<file path="config.mk">
export PLATFORM = sky130hd
export DESIGN_NAME = cie_front
export DESIGN_NICKNAME = d
export VERILOG_FILES = /design/src/hw/rtl/cie_pkg.sv /design/src/hw/rtl/cie_front.sv
export SDC_FILE = /design/constraint.sdc
export NUM_CORES = 1
export LEC_CHECK = 0
export BUFFER_PORTS_ARGS = -buffer_cell sky130_fd_sc_hd__clkbuf_2
export CORE_ASPECT_RATIO = 0.6
export CORE_MARGIN = 1.5
export CORE_UTILIZATION = 56
export DETAILED_ROUTE_END_ITERATION = 8
export GPL_TIMING_DRIVEN = 0
export PLACE_DENSITY = 0.84
export SLEW_MARGIN = 20
export SYNTH_ARGS = -nofsm -noshare
export SYNTH_HDL_FRONTEND = slang
export SYNTH_SLANG_ARGS = --single-unit
</file>
<file path="constraint.sdc">
create_clock -name clk -period 6 [get_ports clk]
set_input_delay 0.3 -clock clk [delete_from_list [all_inputs] [get_ports clk]]
set_output_delay 0.3 -clock clk [all_outputs]
set_load 0.005 [all_outputs]
</file>
<file path="src/hw/rtl/cie_pkg.sv">
// Shared opcodes, status codes, request record and helpers for the COMET execute unit.
package cie_pkg;

  localparam int MEM_WORDS_DEF = 65536;

  localparam logic [7:0] OP_LD   = 8'h10;
  localparam logic [7:0] OP_ST   = 8'h11;
  localparam logic [7:0] OP_LEA  = 8'h12;
  localparam logic [7:0] OP_ADD  = 8'h20;
  localparam logic [7:0] OP_SUB  = 8'h21;
  localparam logic [7:0] OP_AND  = 8'h30;
  localparam logic [7:0] OP_OR   = 8'h31;
  localparam logic [7:0] OP_EOR  = 8'h32;
  localparam logic [7:0] OP_CPA  = 8'h40;
  localparam logic [7:0] OP_CPL  = 8'h41;
  localparam logic [7:0] OP_SLA  = 8'h50;
  localparam logic [7:0] OP_SRA  = 8'h51;
  localparam logic [7:0] OP_SLL  = 8'h52;
  localparam logic [7:0] OP_SRL  = 8'h53;
  localparam logic [7:0] OP_JPZ  = 8'h60;
  localparam logic [7:0] OP_JMI  = 8'h61;
  localparam logic [7:0] OP_JNZ  = 8'h62;
  localparam logic [7:0] OP_JZE  = 8'h63;
  localparam logic [7:0] OP_JMP  = 8'h64;
  localparam logic [7:0] OP_PUSH = 8'h70;
  localparam logic [7:0] OP_POP  = 8'h71;
  localparam logic [7:0] OP_CALL = 8'h80;
  localparam logic [7:0] OP_RET  = 8'h81;

  localparam logic REQ_WRITE = 1'b0;

  localparam logic [1:0] STAT_OK     = 2'd0;
  localparam logic [1:0] STAT_BADREG = 2'd1;
  localparam logic [1:0] STAT_BADOP  = 2'd2;
  localparam logic [1:0] STAT_PCOUT  = 2'd3;

  localparam logic [1:0] FLAG_POS  = 2'd0;
  localparam logic [1:0] FLAG_ZERO = 2'd1;
  localparam logic [1:0] FLAG_NEG  = 2'd2;

  localparam logic [15:0] EXIT_ADR  = 16'hF0B0;
  localparam logic [15:0] SIGN_MASK = 16'h8000;
  localparam logic [15:0] MAG_MASK  = 16'h7FFF;
  localparam logic [3:0]  SP_IDX    = 4'd4;

  typedef struct packed {
    logic        req_type;
    logic [7:0]  opcode;
    logic [3:0]  reg_sel;
    logic [3:0]  index_sel;
    logic        uses_x;
    logic [1:0]  status;
    logic [15:0] adr_word;
    logic [15:0] load_data;
  } req_t;

  function automatic logic [1:0] flag_of(input logic [15:0] v);
    if (v == 16'd0) return FLAG_ZERO;
    return ((v & SIGN_MASK) != 16'd0) ? FLAG_NEG : FLAG_POS;
  endfunction

endpackage

</file>
<file path="src/hw/rtl/cie_front.sv">
// Front end: accepts requests, checks opcode and register fields, queues them.
module cie_front (
  input  logic              clk,
  input  logic              rst,
  input  logic              in_valid,
  output logic              in_ready,
  input  logic              req_type,
  input  logic [7:0]        opcode,
  input  logic [3:0]        reg_sel,
  input  logic [3:0]        index_sel,
  input  logic [15:0]       adr_word,
  input  logic [15:0]       load_data,
  output logic              q_valid,
  input  logic              q_ready,
  output cie_pkg::req_t     q_item
);

  cie_pkg::req_t slots [2];
  cie_pkg::req_t dec;
  logic          wr_ptr, rd_ptr;
  logic [1:0]    count;
  logic          known, uses_r, uses_x;
  logic          push, pop;

  always_comb begin
    known  = 1'b1;
    uses_r = 1'b0;
    uses_x = 1'b1;
    unique case (opcode) inside
      cie_pkg::OP_LD, cie_pkg::OP_ST, cie_pkg::OP_LEA, cie_pkg::OP_ADD,
      cie_pkg::OP_SUB, cie_pkg::OP_AND, cie_pkg::OP_OR, cie_pkg::OP_EOR,
      cie_pkg::OP_CPA, cie_pkg::OP_CPL, cie_pkg::OP_SLA, cie_pkg::OP_SRA,
      cie_pkg::OP_SLL, cie_pkg::OP_SRL: uses_r = 1'b1;
      cie_pkg::OP_POP: begin
        uses_r = 1'b1;
        uses_x = 1'b0;
      end
      cie_pkg::OP_RET: uses_x = 1'b0;
      cie_pkg::OP_JPZ, cie_pkg::OP_JMI, cie_pkg::OP_JNZ, cie_pkg::OP_JZE,
      cie_pkg::OP_JMP, cie_pkg::OP_PUSH, cie_pkg::OP_CALL: known = 1'b1;
      default: known = 1'b0;
    endcase
  end

  always_comb begin
    dec.req_type  = req_type;
    dec.opcode    = opcode;
    dec.reg_sel   = reg_sel;
    dec.index_sel = index_sel;
    dec.uses_x    = uses_x;
    dec.adr_word  = adr_word;
    dec.load_data = load_data;
    if (req_type == cie_pkg::REQ_WRITE) begin
      dec.status = cie_pkg::STAT_OK;
    end else if (!known) begin
      dec.status = cie_pkg::STAT_BADOP;
    end else if ((uses_r && reg_sel > cie_pkg::SP_IDX) ||
                 (uses_x && index_sel > cie_pkg::SP_IDX)) begin
      dec.status = cie_pkg::STAT_BADREG;
    end else begin
      dec.status = cie_pkg::STAT_OK;
    end
  end

  assign in_ready = (count != 2'd2);
  assign q_valid  = (count != 2'd0);
  assign q_item   = slots[rd_ptr];
  assign push     = in_valid && in_ready;
  assign pop      = q_valid && q_ready;

  always_ff @(posedge clk) begin
    if (push) begin
      slots[wr_ptr] <= dec;
    end
    if (rst) begin
      wr_ptr <= 1'b0;
      rd_ptr <= 1'b0;
      count  <= 2'd0;
    end else begin
      if (push) wr_ptr <= ~wr_ptr;
      if (pop)  rd_ptr <= ~rd_ptr;
      count <= count + 2'(push) - 2'(pop);
    end
  end

  assert property (@(posedge clk) disable iff (rst) count <= 2'd2)
    else $error("request queue overfilled");

endmodule

</file>
==> results of run 1 <==
## worst register-to-register path: stages (launching register included)
cell and delay, ns:
dfxtp_1 0.33, or2_1 0.24, and2_1 0.18, ha_1 0.27
inv_1 0.06, ha_1 0.15, xor2_1 0.17, xnor2_1 0.13
nor2_1 0.05
## flip-flops by register name, indices dropped and copies added (netlist names), named ones only
| name | flops |
|---|---|
| count | 2 |
| rd_ptr | 1 |
| slots | 104 |
| wr_ptr | 1 |
## per-layer routing
metal  share of wire, %  wire [µm]  GRT usage, %  vias up
met5                  0          0             0        -
met4                1.1         80         6.250        0
met3                8.9        638         8.479        9
met2                 46       3272         28.51       81
met1                 44       3175         24.60     1093
li1                   -          -             -     1074
## logic make-up (layout without fill, tap and decap cells)
family / Yosys count / count (layout)
muxes: 52 / 52
AOI/OAI and AO/OA: 11 / 11
DFF: 109 / 109
and+or+nand+nor: 26 / 26
adders and majority gates: 2 / 2
buffers and inverters: 8 / 131
xor gates and xnor gates: 4 / 4
## cell usage after synthesis (2+ instances only)
library cell and n:
nor2_1 6, xnor2_1 2, dfxtp_1 5, nand2_1 2
and2_1 2, nand2b_1 2, o21a_1 2, o21ai_0 3
nor4b_1 3, nor2b_1 2, ha_1 2, xor2_1 2
mux2_1 9, edfxtp_1 104, buf_2 5, inv_1 2
mux2_2 43, a211oi_1 2
## stage by stage
stage / cell area, µm² / power [W] / hold WS, ns / worst slack, ns / utilization (%)
after floorplan: 4159 / 0.001276 / 0.3716 / 2.776 / -
after global placement: 4820 / 0.001465 / 0.4884 / 1.620 / 66.60
after global routing: 5122 / 0.002067 / 0.1406 / 3.726 / 70.78
after CTS: 5122 / 0.001997 / 0.1406 / 3.780 / 70.78
after detailed placement: 4872 / 0.001489 / 0.4934 / 4.155 / 67.32
final: 5122 / 0.001974 / 0.1507 / 3.802 / 70.78
## report_power, final
| group | leakage, nW | total (W) | internal [W] | switching (W) |
|---|---|---|---|---|
| clock network | 0.124 | 0.000506 | 0.000276 | 0.000230 |
| registers | 1.01 | 0.000991 | 0.000964 | 0.0000270 |
| logic | 0.797 | 0.000477 | 0.000237 | 0.000240 |
| total | 1.93 | 0.00197 | 0.00148 | 0.000497 |
## worst max-delay path by stage
stage / startpoint / end / cells past startpoint
2_1_floorplan: count[0]$_SDFF_PP0_ / slots[0][0]$_DFFE_PP_ / 3
4_1_cts: flip-flop / q_item[38] / 4
5_1_grt: flip-flop / q_item[38] / 4
6_report: flip-flop / q_item[38] / 4
3_3_place_gp: count[0]$_SDFF_PP0_ / slots[0][29]$_DFFE_PP_ / 3
3_5_place_dp: flip-flop / q_item[38] / 4
## layout make-up
type	instances	area, µm²	share of cell area (%)
clock inverter	3	13.76	0.2687
timing repair buffer	108	570.5	11.14
clock buffer	12	236.5	4.617
tap	104	130.1	2.540
inverter	2	7.507	0.1466
multi-input combinational	95	912.1	17.81
sequential	109	3223	62.92
buffer	6	28.78	0.5618
==> run_results.csv, run 1 <==
group,metric,value,unit
global_routing,grt_usage,18.87,%
route,dr.first_iter.drc_count,115,
route,firstDrtPassIters,4,
route,drc_errors,0,
critical_path,startpoint_type,"flip-flop",
timing,slew_headroom,51.94,%
finish,most-common-layout-cells,"106 x clkbuf_2, 104 x edfxtp_1, 43 x mux2_2",
global_routing,grt_pass1_wl,10.97,mm
synth,synth_compound_area_share,2.046,%
floorplan,dieArea,7970,µm²
timing,period_minus_slack,2.198,ns
finish,drive_gt1_share,51.34,%
run,cap_viol_max_count,0,
critical_path,worstSetupEndpointType,"primary output",
power,ir_drop,0.2151,mV
finish,syn2layout_area_growth,23.16,%
synth,synth_area_leader_cell,"edfxtp_1",
min_path,hold_path.class,"input port to flip-flop",
floorplan,io_pins,107,
finish,layout_commonest_cell,"clkbuf_2",
critical_path,path_buf_inv,3,
placed_design,place_inst,424,
floorplan,row_count,24,
finish,final_cells,439,
power,p_per_area,385.4,nW/µm²
clock_network,clock_latency,0.34,ns
timing,tightest_slew,0.7209,ns
route,avgRoutedWirePerCell,16.33,µm
synth,synth_warnings,0,
critical_path,crit_required,5.70,ns
clock_network,cts_root_buf,"clkbuf_16",
floorplan,die_x,114.3,µm
synth,synthXorXnorAreaFrac,0.8424,%
timing,finalSetupViolations,0,
critical_path,ff2ff_path_depth,8,
timing,rsz0062_at_grt,"no",
finish,antennaDiodeCount,0,
route,routed_via_density,5.141,
timing,skew,0.003341,ns
timing,final.setup.tns,0,ns
clock_network,clk_pin_slew,0.06,ns
synth,synth_edf_count,104,
finish,nNetsFinal,386,
placed_design,port_buffers,106,
route,vias,2257,
synth,avgSynthCellArea,19.62,µm²
critical_path,path_cells,"clkbuf_1, buf_2, mux2_2, clkbuf_2",
floorplan,die_h,69.76,µm
min_path,whs_endpoint,"slots[0][18]$_DFFE_PP_",
global_routing,grt_overflow,0,
min_path,whs_path_depth,1,
timing,fmax,0.4550,GHz
clock_network,cts_resized,0,
floorplan,coreArea,7237,µm²
synth,yosysSeqAreaShare,77.50,%
global_routing,antenna_found_initial,0,
critical_path,cp.arrival,1.90,ns
synth,async_flop_share,0,%
run_status,outcome,"complete, no violations",
critical_path,cp_top_family,"buffers and inverters",
placed_design,routabilityCongestion,0.6652,
critical_path,crit_fanout,10,
clock_network,clock_sinks,109,
power,p_leak,1.928,nW
critical_path,crit_path_top_delay_cell,"clkbuf_1",
critical_path,reg2reg_slack,4.32,ns
timing,drv_slew,0,
synth,syn_inst,212,
synth,synth.area.top_cells,"edfxtp_1 75%, mux2_2 12%, mux2_1 2.4%, dfxtp_1 2.4%, nor4b_1 0.63%",
global_routing,grt_pass1_vias,2242,
finish,fill_cells,487,
floorplan,initial_utilization,57.47,%
clock_network,clockBufferDepth,2,
synth,synth_top_area_share,75.09,%
synth,synth_top_family_by_area,"multiplexers",
synth,yosys.area_share.simple,4.061,%
clock_network,post_cts_buffers,0,
clock_network,tritoncts,"built",
critical_path,timing_worst_setup_path_type,"flip-flop to primary output",
synth,muxShareOfSynthArea,14.08,%
min_path,worstHoldStart,"adr_word[2]",
critical_path,max_stage_delay,0.39,ns
route,drt_wl_total,7.167,mm
synth,synthAdderAreaFrac,0.6017,%
critical_path,reg2reg_from,"count[1]$_SDFF_PP0_",
placed_design,hpwl,4.831,mm
synth,yosysUniqueCellTypes,32,
synth,syn_nets,267,
timing,final_hold_viol_count,0,
clock_network,cts_hold_buffers,0,
clock_network,numCtsBuffers,9,
route,ant_nets,0,
global_routing,grt_max_degree,53,
synth,synth-main-ff-cell,"edfxtp_1",
critical_path,reg2reg_to,"count[1]$_SDFF_PP0_",
clock_network,htreeDepth,3,
synth,syn_area,4159,µm²
timing,finalCritPeriodShare,36.63,%
synth,ys_ff_latch,109,
No activity file was read; power rests on OpenSTA's default activity.
==> run 2: changes to the inputs <==
--- a/config.mk
+++ b/config.mk
@@ -5,13 +5,14 @@
 export SDC_FILE = /design/constraint.sdc
 export NUM_CORES = 1
 export LEC_CHECK = 0
+export ABC_AREA = 1
 export BUFFER_PORTS_ARGS = -buffer_cell sky130_fd_sc_hd__clkbuf_2
 export CORE_ASPECT_RATIO = 0.6
 export CORE_MARGIN = 1.5
-export CORE_UTILIZATION = 56
+export CORE_UTILIZATION = 52
 export DETAILED_ROUTE_END_ITERATION = 8
 export GPL_TIMING_DRIVEN = 0
-export PLACE_DENSITY = 0.84
+export PLACE_DENSITY = 0.78
 export SLEW_MARGIN = 20
 export SYNTH_ARGS = -nofsm -noshare
 export SYNTH_HDL_FRONTEND = slang
==> constraint.sdc (replaced) <==
create_clock -name clk -period 2.05 [get_ports clk]
set_input_delay 0.1025 -clock clk [delete_from_list [all_inputs] [get_ports clk]]
set_output_delay 0.1025 -clock clk [all_outputs]
set_load 0.005 [all_outputs]
==> run 2 against run 1 <==
- via count rose by 14%
- global-route usage is 0.56 points higher
- total power grew to 3.0 times the previous value
- routed wire length increased by 14%
- sequential share of layout area down 6.4 points
- critical path depth is the same
- first-iteration DRC count grew 43%
- non-clock buffer count rose by 45
- core utilization is 1.5 points higher
- worst hold slack worse by 0.13 ns
- largest power group unchanged
- die area rose by 9.2%
==> run_results.csv, run 2 <==
group,metric,value,unit
run_status,outcome,"complete, no violations",
finish,utilization,72.29,%
synth,synth.area.top_cells,"edfxtp_1 74%, mux2_2 14%, dfxtp_1 2.4%, nand2_1 2.0%, inv_1 1.4%",
power,ir_drop,0.6326,mV
floorplan,initial_utilization,53.67,%
synth,synth-main-ff-cell,"edfxtp_1",
critical_path,cp.arrival,1.66,ns
synth,ys_ff_latch,109,
global_routing,grt_max_degree,27,
synth,muxShareOfSynthArea,13.84,%
global_routing,grt_pass1_wl,12.40,mm
global_routing,grt_usage,19.44,%
finish,antennaDiodeCount,0,
finish,postLayoutCellArea,5698,µm²
finish,nNetsFinal,470,
power,p_leak,2.260,nW
critical_path,crit_top_cell,"buf_2",
critical_path,path_cells,"buf_2, buf_2, mux2_2, clkbuf_2",
synth,syn_area,4230,µm²
placed_design,place_inst,469,
global_routing,grt_overflow,0,
power,p_per_area,1055,nW/µm²
synth,synth_compound_area_share,1.065,%
floorplan,dieArea,8703,µm²
clock_network,cts_root_buf,"clkbuf_16",
synth,synth_area_leader_cell,"edfxtp_1",
placed_design,hpwl,5.224,mm
synth,yosysUniqueCellTypes,21,
synth,synthXorXnorAreaFrac,0.2070,%
synth,syn_nets,306,
synth,synth_top_family_by_area,"multiplexers",
placed_design,place_area,4991,µm²
synth,yosys.area_share.simple,5.886,%
timing,slew_headroom,79.39,%
synth,synth_most_common_cell,"edfxtp_1",
route,ant_nets,0,
synth,synth_top_area_share,73.82,%
timing,final_hold_viol_count,0,
placed_design,port_buffers,106,
route,avgRoutedWirePerCell,15.45,µm
finish,syn2layout_area_growth,34.69,%
finish,largest-register,"slots",
placed_design,routabilityCongestion,0.7249,
finish,fill_cells,534,
clock_network,clk_pin_slew,0.07,ns
timing,finalSetupViolations,0,
finish,reg_top3,"slots x104, count x2",
timing,finalWorstSetupSlack,0.2913,ns
route,firstDrtPassIters,4,
synth,syn_inst,251,
critical_path,crit_path_top_delay_cell,"mux2_2",
placed_design,dp_slack,0.3739,ns
timing,rsz0062_at_grt,"no",
critical_path,crit_required,1.95,ns
timing,tightest_slew,0.3092,ns
clock_network,clock_latency,0.34,ns
route,routed_via_density,4.854,
floorplan,coreArea,7883,µm²
critical_path,crit_fanout,10,
floorplan,die_x,119.4,µm
synth,synth_commonest_cells,"104 x edfxtp_1, 52 x mux2_2, 23 x nand2_1",
floorplan,die_h,72.87,µm
critical_path,max_stage_delay,0.38,ns
clock_network,clockBufferDepth,2,
finish,layout_commonest_cell,"clkbuf_2",
timing,final.setup.tns,0,ns
synth,synth_edf_count,104,
timing,finalCritPeriodShare,85.79,%
clock_network,tritoncts,"built",
timing,period_minus_slack,1.759,ns
synth,yosysSeqAreaShare,76.19,%
clock_network,post_cts_buffers,0,
finish,largest_reg_flops,104,
floorplan,io_pins,107,
finish,drive_gt1_share,45.95,%
clock_network,clock_sinks,109,
timing,drv_slew,0,
clock_network,htreeDepth,3,
run,cap_viol_max_count,0,
clock_network,numCtsBuffers,9,
route,dr.first_iter.drc_count,165,
critical_path,startpoint_type,"flip-flop",
floorplan,row_count,25,
critical_path,timing_worst_setup_path_type,"flip-flop to primary output",
route,drt_wl_total,8.158,mm
route,vias,2563,
finish,final_cells,528,
global_routing,grt_pass1_vias,2535,
finish,most-common-layout-cells,"106 x clkbuf_2, 104 x edfxtp_1, 52 x mux2_2",
synth,async_flop_share,0,%
route,drc_errors,0,
critical_path,worstSetupEndpointType,"primary output",
timing,skew,0.003822,ns
synth,synth_warnings,0,
global_routing,antenna_found_initial,0,
synth,synthAdderAreaFrac,0.5915,%
timing,fmax,0.5686,GHz
synth,avgSynthCellArea,16.85,µm²
min_path,hold_path.class,"input port to flip-flop",
run 2: metal layers:
metal	up-vias	GRT usage (%)	wire [µm]
met5	-	0	0
met4	0	6.349	56
met3	7	6.563	518
met2	82	32.18	4022
met1	1223	24.67	3560
li1	1251	-	-
run 2: power by group:
part	switching, W	internal, W	leakage (nW)
clock	0.000764	0.000828	0.133
sequential	0.0000767	0.00283	1.01
combinational	0.000747	0.000770	1.12
total	0.00159	0.00442	2.26
run 2: repair_timing:
| item | 4_1_cts | 5_1_grt |
|---|---|---|
| hold buffers | 43 | 0 |
| resized for setup | 0 | 0 |
| hold endpoints to repair | 89 | 0 |
run 2: logic make-up after synthesis:
logic type / after synthesis
mux: 52
flops: 109
fa+ha+maj: 2
compound gates: 8
buf+inv: 23
xor+xnor: 1
simple gates: 56
run 2: layout make-up:
cell class                 count  area (µm²)  share of cell area [%]
clock inverter                 7       51.30                  0.9003
timing repair buffer         153        1041                   18.27
inverter                      17       63.81                   1.120
tap                          108       135.1                   2.372
multi-input combinational    119       928.4                   16.29
clock buffer                   9       225.2                   3.953
buffer                         6       30.03                  0.5270
sequential                   109        3223                   56.57
run 2: final timing paths:
kind	start	endpoint	slack [ns]	cells past startpoint
worst max-delay path	flip-flop	q_item[41]	0.29	4
worst min-delay path	opcode[2]	slots[0][45]$_DFFE_PP_	0.02	1
worst max register to register	count[0]$_SDFF_PP0_	count[1]$_SDFF_PP0_	0.36	9
worst min register to register	rd_ptr$_SDFFE_PP0P_	rd_ptr$_SDFFE_PP0P_	0.51	2
run 2: through the flow:
step / total power, W / hold slack [ns]
2_1_floorplan: 0.003749 / 0.1716
3_3_place_gp: 0.004310 / 0.2909
3_5_place_dp: 0.004418 / 0.2946
4_1_cts: 0.006075 / 0.006223
5_1_grt: 0.006300 / 0.01188
6_report: 0.006011 / 0.01747
run 2: critical path, delay by kind of cell (launching register included):
family	cells	cell delay [ns]
buf+inv	3	0.63
flops	1	0.31
mux	1	0.38
==> run 3: changes to the inputs <==
--- a/config.mk
+++ b/config.mk
@@ -5,14 +5,14 @@
 export SDC_FILE = /design/constraint.sdc
 export NUM_CORES = 1
 export LEC_CHECK = 0
-export ABC_AREA = 1
 export BUFFER_PORTS_ARGS = -buffer_cell sky130_fd_sc_hd__clkbuf_2
 export CORE_ASPECT_RATIO = 0.6
 export CORE_MARGIN = 1.5
 export CORE_UTILIZATION = 52
 export DETAILED_ROUTE_END_ITERATION = 8
 export GPL_TIMING_DRIVEN = 0
-export PLACE_DENSITY = 0.78
+export PLACE_DENSITY = 0.79
+export SETUP_SLACK_MARGIN = 0.4
 export SLEW_MARGIN = 20
 export SYNTH_ARGS = -nofsm -noshare
 export SYNTH_HDL_FRONTEND = slang
==> run 3 against run 2 <==
- register-to-register slack gained 0.07 ns
- first-iteration DRC count fell by 23%
- worst setup slack improved by 0.13 ns
- fmax is 8.3% higher
- largest cell class unchanged
- critical path depth is 4 higher
- core utilization rose by 1.2 points
- die area down 1.6%
- routed wire length is 4.0% lower
- count of clock-buffer cells in the layout increased by 1
- combinational power is 11% higher
- sequential power barely moved
- critical endpoint is now count[1]$_SDFF_PP0_
- worst hold slack improved by 0.0047 ns
==> run_results.csv, run 3 (same netlist as run 1, synthesis figures left out) <==
group,metric,value,unit
power,ir_drop,0.6800,mV
finish,layout_commonest_cell,"clkbuf_2",
finish,most-common-layout-cells,"106 x clkbuf_2, 104 x edfxtp_1, 43 x mux2_2",
timing,rsz0062_at_grt,"yes",
placed_design,hpwl,4.933,mm
clock_network,numCtsBuffers,9,
run,cap_viol_max_count,0,
clock_network,clockBufferDepth,2,
critical_path,ff2ff_path_depth,8,
clock_network,clock_sinks,109,
power,p_leak,2.169,nW
route,firstDrtPassIters,4,
power,total_power,0.006335,W
global_routing,grt_overflow,0,
timing,timing.hold.ws,0.02213,ns
critical_path,crit_fanout,2,
floorplan,initial_utilization,53.18,%
route,avgRoutedWirePerCell,16.02,µm
finish,largest_reg_flops,104,
global_routing,grt_pass1_vias,2488,
finish,fill_cells,508,
finish,largest-register,"slots",
clock_network,cts_root_buf,"clkbuf_16",
power,p_per_area,1103,nW/µm²
timing,period_minus_slack,1.624,ns
global_routing,grtUsageMet2,31.01,%
critical_path,startpoint_type,"flip-flop",
floorplan,dieArea,8561,µm²
floorplan,row_count,25,
route,drc_errors,0,
global_routing,grtUsageMet3,6.525,%
route,ant_nets,0,
timing,final_hold_viol_count,0,
global_routing,antenna_found_initial,0,
global_routing,met1_usage,23.85,%
critical_path,cp.arrival,1.86,ns
timing,slew_headroom,71.81,%
route,dr.first_iter.drc_count,127,
critical_path,timing_worst_setup_path_type,"flip-flop to flip-flop",
floorplan,coreArea,7820,µm²
route,routed_via_density,5.004,
timing,tightest_slew,0.4184,ns
clock_network,htreeDepth,3,
global_routing,grt_pass1_wl,12.08,mm
global_routing,grt_max_degree,53,
run_status,outcome,"complete, no violations",
finish,reg_top3,"slots x104, count x2",
finish,syn2layout_area_growth,38.15,%
floorplan,die_x,118.5,µm
min_path,whs_path_depth,1,
min_path,hold_path.class,"input port to flip-flop",
timing,drv_slew,0,
timing,fmax,0.6158,GHz
critical_path,crit_required,2.28,ns
clock_network,clk_pin_slew,0.07,ns
global_routing,grt_usage,18.92,%
timing,finalCritPeriodShare,79.22,%
finish,nNetsFinal,432,
finish,antennaDiodeCount,0,
route,vias,2447,
floorplan,die_h,72.28,µm
finish,drive_gt1_share,49.87,%
placed_design,routabilityCongestion,0.7575,
critical_path,worstSetupEndpointType,"flip-flop",
timing,finalSetupViolations,0,
route,drt_wl_total,7.833,mm
placed_design,port_buffers,106,
clock_network,tritoncts,"built",
timing,skew,0.004981,ns
global_routing,grt_busiest_layer,"met2",
floorplan,io_pins,107,
clock_network,clock_latency,0.33,ns
## run 3: cell count changes in the layout (fill, tap and decap cells not counted), moves of 4 or more
cell and delta:
nand2_1 -22, inv_1 -15, mux2_1 +9, mux2_2 -9, nor2_1 -9, buf_2 -6, buf_6 +6, a21oi_1 -4
buf_12 -4, buf_4 +4, nand3_1 -4
## run 3: path summary, 6_finish.rpt
path                            slack [ns]                endpoint                 from
worst max-delay path                  0.43     count[1]$_SDFF_PP0_  count[1]$_SDFF_PP0_
worst min-delay path                  0.02  slots[1][43]$_DFFE_PP_            opcode[0]
worst max register to register        0.43     count[1]$_SDFF_PP0_  count[1]$_SDFF_PP0_
worst min register to register        0.52               flip-flop  rd_ptr$_SDFFE_PP0P_
## run 3: what timing repair did
| action | CTS | global route |
|---|---|---|
| setup buffers | 4 | 0 |
| hold endpoints to repair | 83 | 0 |
| cloned | 0 | 1 |
| endpoints found under the setup margin | 69 | 103 |
| pin swaps | 6 | 5 |
| hold buffers | 41 | 0 |
| resized for setup | 17 | 7 |
## run 3: worst max-delay path: stages, from the launching register on
cell and delay (ns):
dfxtp_4 0.34, or2_4 0.25, and2_4 0.16, ha_4 0.26, inv_2 0.03, ha_4 0.15, xor2_2 0.15, xnor2_1 0.14
nor2_1 0.05
## run 3: final cells by class
class                           instances  area (µm²)  share of cell area, %
Sequential cell                       109        3228                  56.18
Timing Repair Buffer                  153        1026                  17.86
Multi-Input combinational cell         96       975.9                  16.99
Clock buffer                           10       229.0                  3.985
Tap cell                              108       135.1                  2.352
Clock inverter                          5       76.32                  1.328
Buffer                                  6       67.56                  1.176
Inverter                                2       7.507                 0.1307
## run 3: through the flow
step                std cells  setup slack [ns]  setup TNS [ns]  util, %  cell area (µm²)
finish                    489            0.4260               0    73.47             5746
global route              489            0.3332               0    73.47             5746
CTS                       488            0.3941               0    73.02             5710
detailed placement        428            0.2810               0    62.77             4908
global placement          426          -0.06892          -3.403    62.02             4850
floorplan                 212            0.3404               0        -             4184
## run 3: metal layers
metal,routed length (µm),up-vias
li1,-,1170
met1,3541,1185
met2,3747,80
met3,443,12
met4,101,0
met5,0,-
## run 3: power by group
part,total (W),switching [W],leakage [nW],internal [W]
sequential,0.00291,0.0000830,1.01,0.00283
combinational,0.00169,0.000789,1.01,0.000900
clock,0.00174,0.000680,0.146,0.00106
